<file path="config.mk">
export PLATFORM = sky130hd
export DESIGN_NAME = mrcc_frame
export DESIGN_NICKNAME = d
export VERILOG_FILES = /design/src/mrcc_pkg.sv /design/src/mrcc_crc_fold.sv /design/src/mrcc_frame.sv
export SDC_FILE = /design/constraint.sdc
export NUM_CORES = 1
export LEC_CHECK = 0
export BUFFER_PORTS_ARGS = -buffer_cell sky130_fd_sc_hd__buf_2
export CAP_MARGIN = 20
export CELL_PAD_IN_SITES_DETAIL_PLACEMENT = 1
export CELL_PAD_IN_SITES_GLOBAL_PLACEMENT = 2
export CORE_ASPECT_RATIO = 0.5
export CORE_MARGIN = 2
export CORE_UTILIZATION = 39
export DETAILED_ROUTE_END_ITERATION = 8
export GPL_TIMING_DRIVEN = 0
export PLACE_DENSITY_LB_ADDON = 0.05
export SYNTH_ARGS = -nofsm -noshare
export SYNTH_HDL_FRONTEND = slang
export SYNTH_SLANG_ARGS = --single-unit
</file>
<file path="constraint.sdc">
create_clock -name clock -period 10.79 [get_ports clock]
set_input_delay 3.237 -clock clock [delete_from_list [all_inputs] [get_ports clock]]
set_output_delay 3.237 -clock clock [all_outputs]
set_load 0.01 [all_outputs]
</file>
<file path="src/mrcc_pkg.sv">
`default_nettype none
package mrcc_pkg;

   // Item kinds on the request tuser field
   localparam logic [1:0] OP_START = 2'd0;
   localparam logic [1:0] OP_BYTE  = 2'd1;
   localparam logic [1:0] OP_TICK  = 2'd2;

   // Register indexes on the csr port
   localparam logic [0:0] REG_WINDOW_TICKS = 1'b0;
   localparam logic [0:0] REG_CHECK_ENABLE = 1'b1;

   localparam logic [15:0] WINDOW_TICKS_RESET = 16'd300;
   localparam logic        CHECK_ENABLE_RESET = 1'b1;

   localparam logic [7:0]  MAX_REPLY_BYTES = 8'd255;
   localparam logic [16:0] TICK_MAX        = 17'h1FFFF;
   localparam logic [15:0] CRC_INIT        = 16'hFFFF;
   localparam logic [15:0] CRC_POLY        = 16'hA001;

   typedef struct packed {
      logic [7:0] reply_length;
      logic       crc_good;
      logic       overflowed;
   } result_type;

endpackage
`default_nettype wire

</file>
<file path="src/mrcc_crc_fold.sv">
`default_nettype none
module mrcc_crc_fold
   import mrcc_pkg::*;
(
   input  wire logic [15:0] crc_cur,
   input  wire logic [7:0]  data_byte,
   output logic      [15:0] crc_next
);

   logic [15:0] acc;

   // Fold one byte, least significant bit first
   always_comb begin
      acc = crc_cur ^ {8'd0, data_byte};
      for (int k = 0; k < 8; k++) begin
         if (acc[0]) begin
            acc = (acc >> 1) ^ CRC_POLY;
         end else begin
            acc = acc >> 1;
         end
      end
      crc_next = acc;
   end

endmodule
`default_nettype wire

</file>
<file path="src/mrcc_frame.sv">
`default_nettype none
module mrcc_frame
   import mrcc_pkg::*;
(
   input  wire logic        clock,
   input  wire logic        reset,
   input  wire logic        advance,
   input  wire logic [1:0]  op,
   input  wire logic [7:0]  rx_byte,
   input  wire logic [15:0] window_ticks,
   input  wire logic        check_enable,
   output logic             fire,
   output result_type       result
);

   logic        window_open_ff, window_open_in;
   logic [16:0] elapsed_ff, elapsed_in;
   logic [7:0]  count_ff, count_in;
   logic [15:0] crc_ff, crc_in;
   logic [7:0]  held_ff [2];
   logic [7:0]  held_in [2];
   logic        overflow_ff, overflow_in;
   logic [15:0] crc_folded;
   logic [16:0] elapsed_inc;
   logic        good;

   mrcc_crc_fold u_fold (
      .crc_cur   (crc_ff),
      .data_byte (held_ff[0]),
      .crc_next  (crc_folded)
   );

   assign elapsed_inc = (elapsed_ff < TICK_MAX) ? elapsed_ff + 17'd1 : elapsed_ff;
   assign fire = window_open_ff && (op == OP_TICK) && (elapsed_inc > {1'b0, window_ticks});

   assign good = (count_ff >= 8'd2) && (held_ff[0] == crc_ff[7:0])
                 && (held_ff[1] == crc_ff[15:8]);

   always_comb begin
      result.crc_good     = check_enable ? good : 1'b1;
      result.reply_length = (check_enable && !good) ? 8'd0 : count_ff;
      result.overflowed   = overflow_ff;
   end

   always_comb begin
      window_open_in = window_open_ff;
      elapsed_in     = elapsed_ff;
      count_in       = count_ff;
      crc_in         = crc_ff;
      held_in[0]     = held_ff[0];
      held_in[1]     = held_ff[1];
      overflow_in    = overflow_ff;
      case (op)
         OP_START: begin
            window_open_in = 1'b1;
            elapsed_in     = 17'd0;
            count_in       = 8'd0;
            crc_in         = CRC_INIT;
            held_in[0]     = 8'd0;
            held_in[1]     = 8'd0;
            overflow_in    = 1'b0;
         end
         OP_BYTE: begin
            if (window_open_ff) begin
               if (count_ff >= MAX_REPLY_BYTES) begin
                  overflow_in = 1'b1;
               end else begin
                  // only the byte leaving the delay enters the CRC
                  if (count_ff >= 8'd2) begin
                     crc_in = crc_folded;
                  end
                  held_in[0] = held_ff[1];
                  held_in[1] = rx_byte;
                  count_in   = count_ff + 8'd1;
               end
            end
         end
         OP_TICK: begin
            if (window_open_ff) begin
               elapsed_in = elapsed_inc;
               if (fire) begin
                  window_open_in = 1'b0;
               end
            end
         end
         default: begin
         end
      endcase
   end

   always_ff @(posedge clock) begin
      if (reset) begin
         window_open_ff <= 1'b0;
         elapsed_ff     <= 17'd0;
         count_ff       <= 8'd0;
         crc_ff         <= CRC_INIT;
         held_ff[0]     <= 8'd0;
         held_ff[1]     <= 8'd0;
         overflow_ff    <= 1'b0;
      end else if (advance) begin
         window_open_ff <= window_open_in;
         elapsed_ff     <= elapsed_in;
         count_ff       <= count_in;
         crc_ff         <= crc_in;
         held_ff[0]     <= held_in[0];
         held_ff[1]     <= held_in[1];
         overflow_ff    <= overflow_in;
      end
   end

endmodule
`default_nettype wire

</file>
==> results.sh, run 1 <==
export IMPL_grt_pass1_wl_mm=15.6
export IMPL_clock_latency_ps=340
export IMPL_coreArea_um2=8860
export IMPL_fin_ws_ps=2570
export IMPL_switching_share_pct=22.4
export IMPL_crit_top_cell="buf_2"
export IMPL_crit_start="window_ticks[12]"
export IMPL_place_inst=569
export IMPL_start_util_pct=40.7
export IMPL_drc=0
export IMPL_rows=24
export IMPL_regArea_um2=1340
export IMPL_relSlewSlack_pct=50.3
export IMPL_yosysWarnings=0
export IMPL_seq_area_frac_synth_pct=37.2
export IMPL_fmax_mhz=122
export IMPL_die_area_um2=10100
export IMPL_cp_start_kind="primary input"
export IMPL_synth_cell_area_um2=3610
export IMPL_pre_cts_ws_ps=2580
export IMPL_critPathMaxStageDelay_ps=350
export IMPL_drive_gt1_share_pct=15.0
export IMPL_ys_ff_latch=59
export IMPL_rsz0062_at_grt="false"
export IMPL_wl_per_cell_um=15.9
export IMPL_hpwlAfterDp_mm=6.99
export IMPL_fp_dieH_um=72.0
export IMPL_multi_input_area_um2=2110
export IMPL_worst_ep_arrival_time_ps=4980
export IMPL_ios=41
export IMPL_min_from="overflow_ff$_SDFFE_PP0P_"
export IMPL_power_frac_comb_pct=8.5
export IMPL_cts_buffers=9
export IMPL_clockBufferDepth=2
export IMPL_hold_viol=0
export IMPL_fillers=1045
export IMPL_intPower_uw=469
export IMPL_cts_max_level=3
export IMPL_nNetsFinal=515
export IMPL_ys_types=49
export IMPL_max_cap_violations=0
export IMPL_path_delay_family="compound AO/OA/AOI/OAI gates"
export IMPL_slowest_stage="o32a_1"
export IMPL_cts_sinks=59
export IMPL_cp_cell_sequence="buf_2 -> inv_1 -> ha_1 -> and3_1 -> nand3_1 -> or2_0 -> o32a_1 -> o21ai_1 -> a211oi_1 -> buf_2"
export IMPL_min_path_type="flip-flop to flip-flop"
export IMPL_clock_skew_ps=4.54
export IMPL_r2r_start="elapsed_ff[6]$_SDFFE_PP0P_"
export IMPL_grt_pass1_vias=3189
export IMPL_vias_per_cell=5.30
export IMPL_cts_hold_buf=0
export IMPL_rrSetupSlack_ps=7560
export IMPL_cellPowerDensity_nw_per_um2=141
export IMPL_setup_viol=0
export IMPL_synth_cells=413
export IMPL_cts_resized=0
export IMPL_cts_setup_buffers=0
export IMPL_antenna_found_initial=0
export IMPL_required_ps=7550
export IMPL_status="complete, no violations"
export IMPL_areaGrowthSynthToFinish_pct=18.6
export IMPL_path_buf_inv=3
export IMPL_syn_nets=465
export IMPL_seqPwrFrac_pct=39.1
export IMPL_synth_ff_type="dfxtp_1"
export IMPL_cts_tree="done"
export IMPL_antenna_cells=0
export IMPL_synth_edf_count=16
export IMPL_firstDrtPassIters=6
export IMPL_p_leak_nw=1.85
export IMPL_ant_nets=0
export IMPL_slew_viol_final=0
export IMPL_overflow=0
export IMPL_fin_tns_setup_ps=0
export IMPL_gp_congestion=0.810
export IMPL_grt_usage_pct=19.7
export IMPL_clock_power_share_pct=52.5
export IMPL_cts_root_buf="clkbuf_16"
export IMPL_die_x_um=140
export IMPL_path_class="primary input to output pin"
export IMPL_drt_iter0_markers=112
export IMPL_worst_pin_slew_ps=740
export IMPL_avgSynthCellArea_um2=8.74
export IMPL_postSynth_asyncResetShare_pct=0
export IMPL_port_buffer_count=39
export IMPL_instances_no_fill=585
export IMPL_switchingPower_uw=135
export IMPL_finalCriticalPeriod_ps=8220
export IMPL_ir_drop_mv=0.109
export IMPL_vias=3100
export IMPL_min_period_over_period_pct=76.1
export IMPL_crit_fanout=2
export IMPL_finalWirelength_mm=9.32
export IMPL_grt_max_degree=17
export IMPL_clk_pin_slew_ps=50
export IMPL_endpoint_kind="output pin"
-- logic make-up (layout without fill, tap and decap cells) --
kind of cell | count (synthesis) | count (layout) | synth area share, %
simple gates | 171 | 171 | 24.5
compound gates | 76 | 76 | 13.2
flops | 59 | 59 | 37.2
xor+xnor | 45 | 45 | 13.0
buf+inv | 39 | 94 | 4.30
fa+ha+maj | 22 | 22 | 7.63
mux | 1 | 1 | 0.277
-- power groups by stage --
stage / combinational, mW / sequential [mW] / clock [mW]
floorplan: 0.0358 / 0.240 / 0
global placement: 0.0501 / 0.241 / 0
detailed placement: 0.0518 / 0.241 / 0
CTS: 0.0520 / 0.236 / 0.322
global route: 0.0573 / 0.236 / 0.332
finish: 0.0511 / 0.236 / 0.317
-- area by class of cell --
type                    instances  share of cell area, %
repair buffers                 39                   4.56
well taps                     117                   3.42
inverters                      22                   1.93
clock inverters                 4                   1.70
multi-input cells             315                   49.4
clock buffers                  12                   5.99
plain buffers                  17                   1.70
flip-flops and latches         59                   31.3
-- cells in the mapped netlist (2+ instances only) --
master / instances / area share (%)
nor2_1: 46 / 4.8
nor2b_1: 3 / 0.52
nand4_1: 15 / 2.6
clkbuf_1: 12 / 1.2
a22oi_1: 4 / 0.83
or3_1: 3 / 0.52
nand3_1: 15 / 2.1
a21oi_1: 11 / 1.5
buf_2: 4 / 0.55
nor4_1: 3 / 0.52
and2_1: 25 / 4.3
xor2_1: 18 / 4.4
nand2_1: 25 / 2.6
edfxtp_1: 16 / 13
xnor2_1: 21 / 5.1
o21ai_1: 10 / 1.4
xnor2_2: 2 / 0.90
ha_1: 22 / 7.6
a21o_1: 6 / 1.2
dfxtp_1: 43 / 24
nand2b_1: 2 / 0.35
o31ai_1: 5 / 1.0
inv_1: 22 / 2.3
a22o_1: 2 / 0.49
and3_1: 10 / 1.7
a211oi_1: 3 / 0.62
o21ai_0: 21 / 2.9
o21a_1: 2 / 0.42
nor3_1: 15 / 2.1
nor4_2: 2 / 0.69
a31oi_1: 6 / 1.0
xnor2_4: 2 / 1.5
-- stage by stage --
step           utilization (%)  power (mW)  hold WS (ps)  cell area (µm²)
3_3_place_gp              44.6       0.291           461             3950
5_1_grt                   48.3       0.626           547             4280
2_1_floorplan                -       0.276           438             3610
6_report                  48.3       0.604           508             4280
3_5_place_dp              44.6       0.293           500             3950
4_1_cts                   48.3       0.610           513             4280
-- worst register-to-register path, delay by kind of cell (launching register included) --
kind                     cells  cell delay (ps)
AO/OA/AOI/OAI                3              740
XOR/XNOR                     1               90
adder cells (fa/ha/maj)      1              290
buffers and inverters        1              190
flip-flops                   1              300
AND/OR/NAND/NOR              7             1560
-- state kept, by name, indices dropped and copies added, names as in the netlist --
signal,flops
held_ff,16
window_open_ff,1
overflow_ff,1
crc_ff,16
count_ff,8
elapsed_ff,17
-- routing by layer --
| metal | vias to the layer above | part of all wire, % | track usage [%] |
|---|---|---|---|
| met5 | - | 0 | 0 |
| met4 | 0 | 1.5 | 5.27 |
| met3 | 13 | 4.2 | 5.54 |
| met2 | 64 | 49 | 35.3 |
| met1 | 1482 | 46 | 23.9 |
| li1 | 1541 | - | - |
-- path summary, 6_finish.rpt --
check / end / cells after the start
max: fire / 10
min: overflow_ff$_SDFFE_PP0P_ / 2
max reg2reg: window_open_ff$_SDFFE_PP0P_ / 13
min reg2reg: overflow_ff$_SDFFE_PP0P_ / 2
-- cell usage in the layout (no fill, tap or decap), types with 11 or more instances in the layout --
cell / instances
nand2_1: 25
ha_1: 22
xnor2_1: 21
xor2_1: 18
and2_1: 25
a21oi_1: 11
inv_1: 22
nor3_1: 15
nor2_1: 46
o21ai_0: 21
edfxtp_1: 16
buf_2: 43
dfxtp_1: 43
nand3_1: 15
clkbuf_1: 13
nand4_1: 15
Power figures use the tool's default switching activity.
==> run 2, diff against run 1 <==
- ABC_AREA: unset -> 1
- CORE_UTILIZATION: 39 -> 34
- clock period: 10.79 -> 7.7 ns (I/O delays scaled with it)
==> run 2 against run 1 <==
Sequential share of layout area about the same. Non-clock buffer count down 6. Synthesized cell count grew 17%. Sequential cell count unchanged. Register-to-register slack got worse by 2800 ps. Combinational power increased by 68%. Clock power rose by 10%. Global-route usage is 2.6 points lower. Total power increased by 28%. Cell area decreased by 0.12%. Hold slack worse by 31 ps. Die area up 15%. Largest cell class unchanged.
==> results.sh, run 2 <==
export IMPL_status="complete, no violations"
export IMPL_worst_pin_slew_ps=726
export IMPL_largest_register_ff_count=17
export IMPL_power_frac_comb_pct=11.1
export IMPL_cts_tree="done"
export IMPL_areaGrowthSynthToFinish_pct=17.1
export IMPL_drc=0
export IMPL_finalWirelength_mm=9.17
export IMPL_critical_path_depth=18
export IMPL_fillers=1289
export IMPL_layout_commonest_cell="nand2_1"
export IMPL_grt_pass1_wl_mm=15.5
export IMPL_reg_top3="elapsed_ff x17, crc_ff x16, held_ff x16"
export IMPL_intPower_uw=575
export IMPL_path_class="primary input to output pin"
export IMPL_hold_viol=0
export IMPL_overflow=0
export IMPL_antenna_found_initial=0
export IMPL_cts_setup_buffers=0
export IMPL_clock_skew_ps=3.05
export IMPL_cts_max_level=3
export IMPL_fin_tns_setup_ps=0
export IMPL_switchingPower_uw=199
export IMPL_yosysTopAreaCell="dfxtp_1"
export IMPL_synth_top_area_share_pct=23.6
export IMPL_ios=41
export IMPL_place_inst=663
export IMPL_synth_cell_area_um2=3650
export IMPL_cts_buffers=9
export IMPL_min_period_over_period_pct=81.2
export IMPL_crit_top_cell="nand2_1"
export IMPL_pre_cts_ws_ps=1380
export IMPL_worst_r2r_endpoint="window_open_ff$_SDFFE_PP0P_"
export IMPL_finalCriticalPeriod_ps=6260
export IMPL_cellPowerDensity_nw_per_um2=181
export IMPL_antenna_cells=0
export IMPL_clk_pin_slew_ps=50
export IMPL_critPathMaxStageDelay_ps=290
export IMPL_clock_latency_ps=330
export IMPL_crit_path_end="fire"
export IMPL_synth_area_top_cells="dfxtp_1 (24%), edfxtp_1 (13%), nand2_1 (10%)"
export IMPL_cts_resized=0
export IMPL_required_ps=5390
export IMPL_fmax_mhz=160
export IMPL_top_register="elapsed_ff"
export IMPL_holdWs_ps=477
export IMPL_rsz0062_at_grt="false"
export IMPL_gp_congestion=0.771
export IMPL_ant_nets=0
export IMPL_grt_usage_pct=17.1
export IMPL_die_area_um2=11600
export IMPL_postSynth_asyncResetShare_pct=0
export IMPL_vias_per_cell=4.61
export IMPL_r2r_start="elapsed_ff[11]$_SDFFE_PP0P_"
export IMPL_cts_hold_buf=0
export IMPL_relSlewSlack_pct=51.2
export IMPL_rr_worst_depth=24
export IMPL_min_path_type="flip-flop to flip-flop"
export IMPL_rows=26
export IMPL_port_buffer_count=39
export IMPL_hpwlAfterDp_mm=7.13
export IMPL_cts_sinks=59
export IMPL_worst_ep_arrival_time_ps=3950
export IMPL_ys_types=48
export IMPL_clock_power_share_pct=45.3
export IMPL_slowest_stage="ha_1"
export IMPL_cts_root_buf="clkbuf_16"
export IMPL_crit_start="window_ticks[8]"
export IMPL_die_x_um=151
export IMPL_synth_most_common_cell="nand2_1"
export IMPL_yosysWarnings=0
export IMPL_switching_share_pct=25.7
export IMPL_start_util_pct=35.4
export IMPL_post_dp_cell_area_um2=4020
export IMPL_max_cap_violations=0
export IMPL_vias=3133
export IMPL_firstDrtPassIters=4
export IMPL_final_core_util_pct=41.5
export IMPL_avgSynthCellArea_um2=7.54
export IMPL_coreArea_um2=10300
export IMPL_endpoint_kind="output pin"
export IMPL_wl_per_cell_um=13.5
export IMPL_instances_no_fill=679
export IMPL_synth_edf_count=16
export IMPL_cp_cell_sequence="buf_2 -> inv_1 -> ha_1 -> nand2_1 -> nor2_1 -> nand3b_1 -> nand3_1 -> nand2_1 -> nand2_1 -> nand2_1 -> nand2_1 -> nand2_1 -> nand2_1 -> nand2_1 -> nand2_1 -> nand2_1 -> nor3_2 -> buf_2"
export IMPL_slew_viol_final=0
export IMPL_synth_ff_type="dfxtp_1"
export IMPL_design_power_total_uw=774
export IMPL_yosys_top_cells_count="nand2_1 (100), inv_1 (67), nor2_1 (54), dfxtp_1 (43), a21oi_1 (31)"
export IMPL_ir_drop_mv=0.129
export IMPL_multi_input_area_um2=1970
export IMPL_seq_area_frac_synth_pct=36.7
export IMPL_path_buf_inv=3
export IMPL_synth_cells=484
export IMPL_grt_pass1_vias=3186
export IMPL_drive_gt1_share_pct=17.4
export IMPL_nNetsFinal=586
export IMPL_path_delay_family="simple AND/OR/NAND/NOR gates"
export IMPL_clockBufferDepth=2
export IMPL_drt_iter0_markers=73
export IMPL_crit_fanout=3
export IMPL_grt_max_degree=18
export IMPL_p_leak_nw=1.98
export IMPL_regArea_um2=1340
export IMPL_syn_nets=536
export IMPL_setup_viol=0
export IMPL_rrSetupSlack_ps=4770
export IMPL_mostFrequentLayoutCells="nand2_1 (100), inv_1 (67), nor2_1 (54), dfxtp_1 (43), buf_2 (42)"
export IMPL_ys_ff_latch=59
export IMPL_final_area_um2=4280
export IMPL_fp_dieH_um=77.3
export IMPL_fin_ws_ps=1440
export IMPL_cp_start_kind="primary input"
export IMPL_seqPwrFrac_pct=43.6
run 2: worst min-delay path by stage:
| stage | start | endpoint | slack [ps] | cells past startpoint |
|---|---|---|---|---|
| floorplan | crc_ff[1]$_SDFFE_PP1P_ | crc_ff[1]$_SDFFE_PP1P_ | 450 | 2 |
| global placement | crc_ff[7]$_SDFFE_PP1P_ | crc_ff[7]$_SDFFE_PP1P_ | 460 | 2 |
| detailed placement | crc_ff[6]$_SDFFE_PP1P_ | crc_ff[6]$_SDFFE_PP1P_ | 470 | 2 |
| CTS | crc_ff[6]$_SDFFE_PP1P_ | crc_ff[6]$_SDFFE_PP1P_ | 480 | 2 |
| global route | crc_ff[3]$_SDFFE_PP1P_ | crc_ff[3]$_SDFFE_PP1P_ | 500 | 2 |
| finish | crc_ff[6]$_SDFFE_PP1P_ | crc_ff[6]$_SDFFE_PP1P_ | 480 | 2 |
run 2: area by class of cell:
class	instances	area share, %
Buffer	11	1.14
Tap cell	140	4.10
Clock buffer	11	5.44
Timing Repair Buffer	39	4.57
Inverter	77	6.76
Sequential cell	59	31.4
Multi-Input combinational cell	337	46.1
Clock inverter	5	0.498
run 2: power by group through the flow:
stage	clock (mW)	combinational (mW)	sequential, mW
after floorplan	0	0.0611	0.341
after detailed placement	0	0.0878	0.343
after global placement	0	0.0863	0.343
final	0.350	0.0861	0.337
after global routing	0.376	0.100	0.338
after CTS	0.360	0.0885	0.337
run 2: cell families after synthesis:
logic type	share of synthesized area [%]
and+or+nand+nor	27.1
buffers and inverters	9.25
AOI/OAI and AO/OA	11.3
DFF	36.7
xor gates and xnor gates	8.05
adders and majority gates	7.54
run 2: routing by layer:
metal / GRT usage (%) / part of all wire, %
met5: 0 / 0
met1: 21.4 / 48
met2: 28.9 / 47
met3: 4.82 / 3.8
met4: 4.81 / 1.0
run 2: worst reg2reg max path, delay by kind of cell (launching register included):
kind,cells,cell delay (ps)
AND/OR/NAND/NOR,20,1830
buffers and inverters,1,60
adder cells (fa/ha/maj),1,290
flip-flops,1,400
XOR/XNOR,1,170
AO/OA/AOI/OAI,1,50
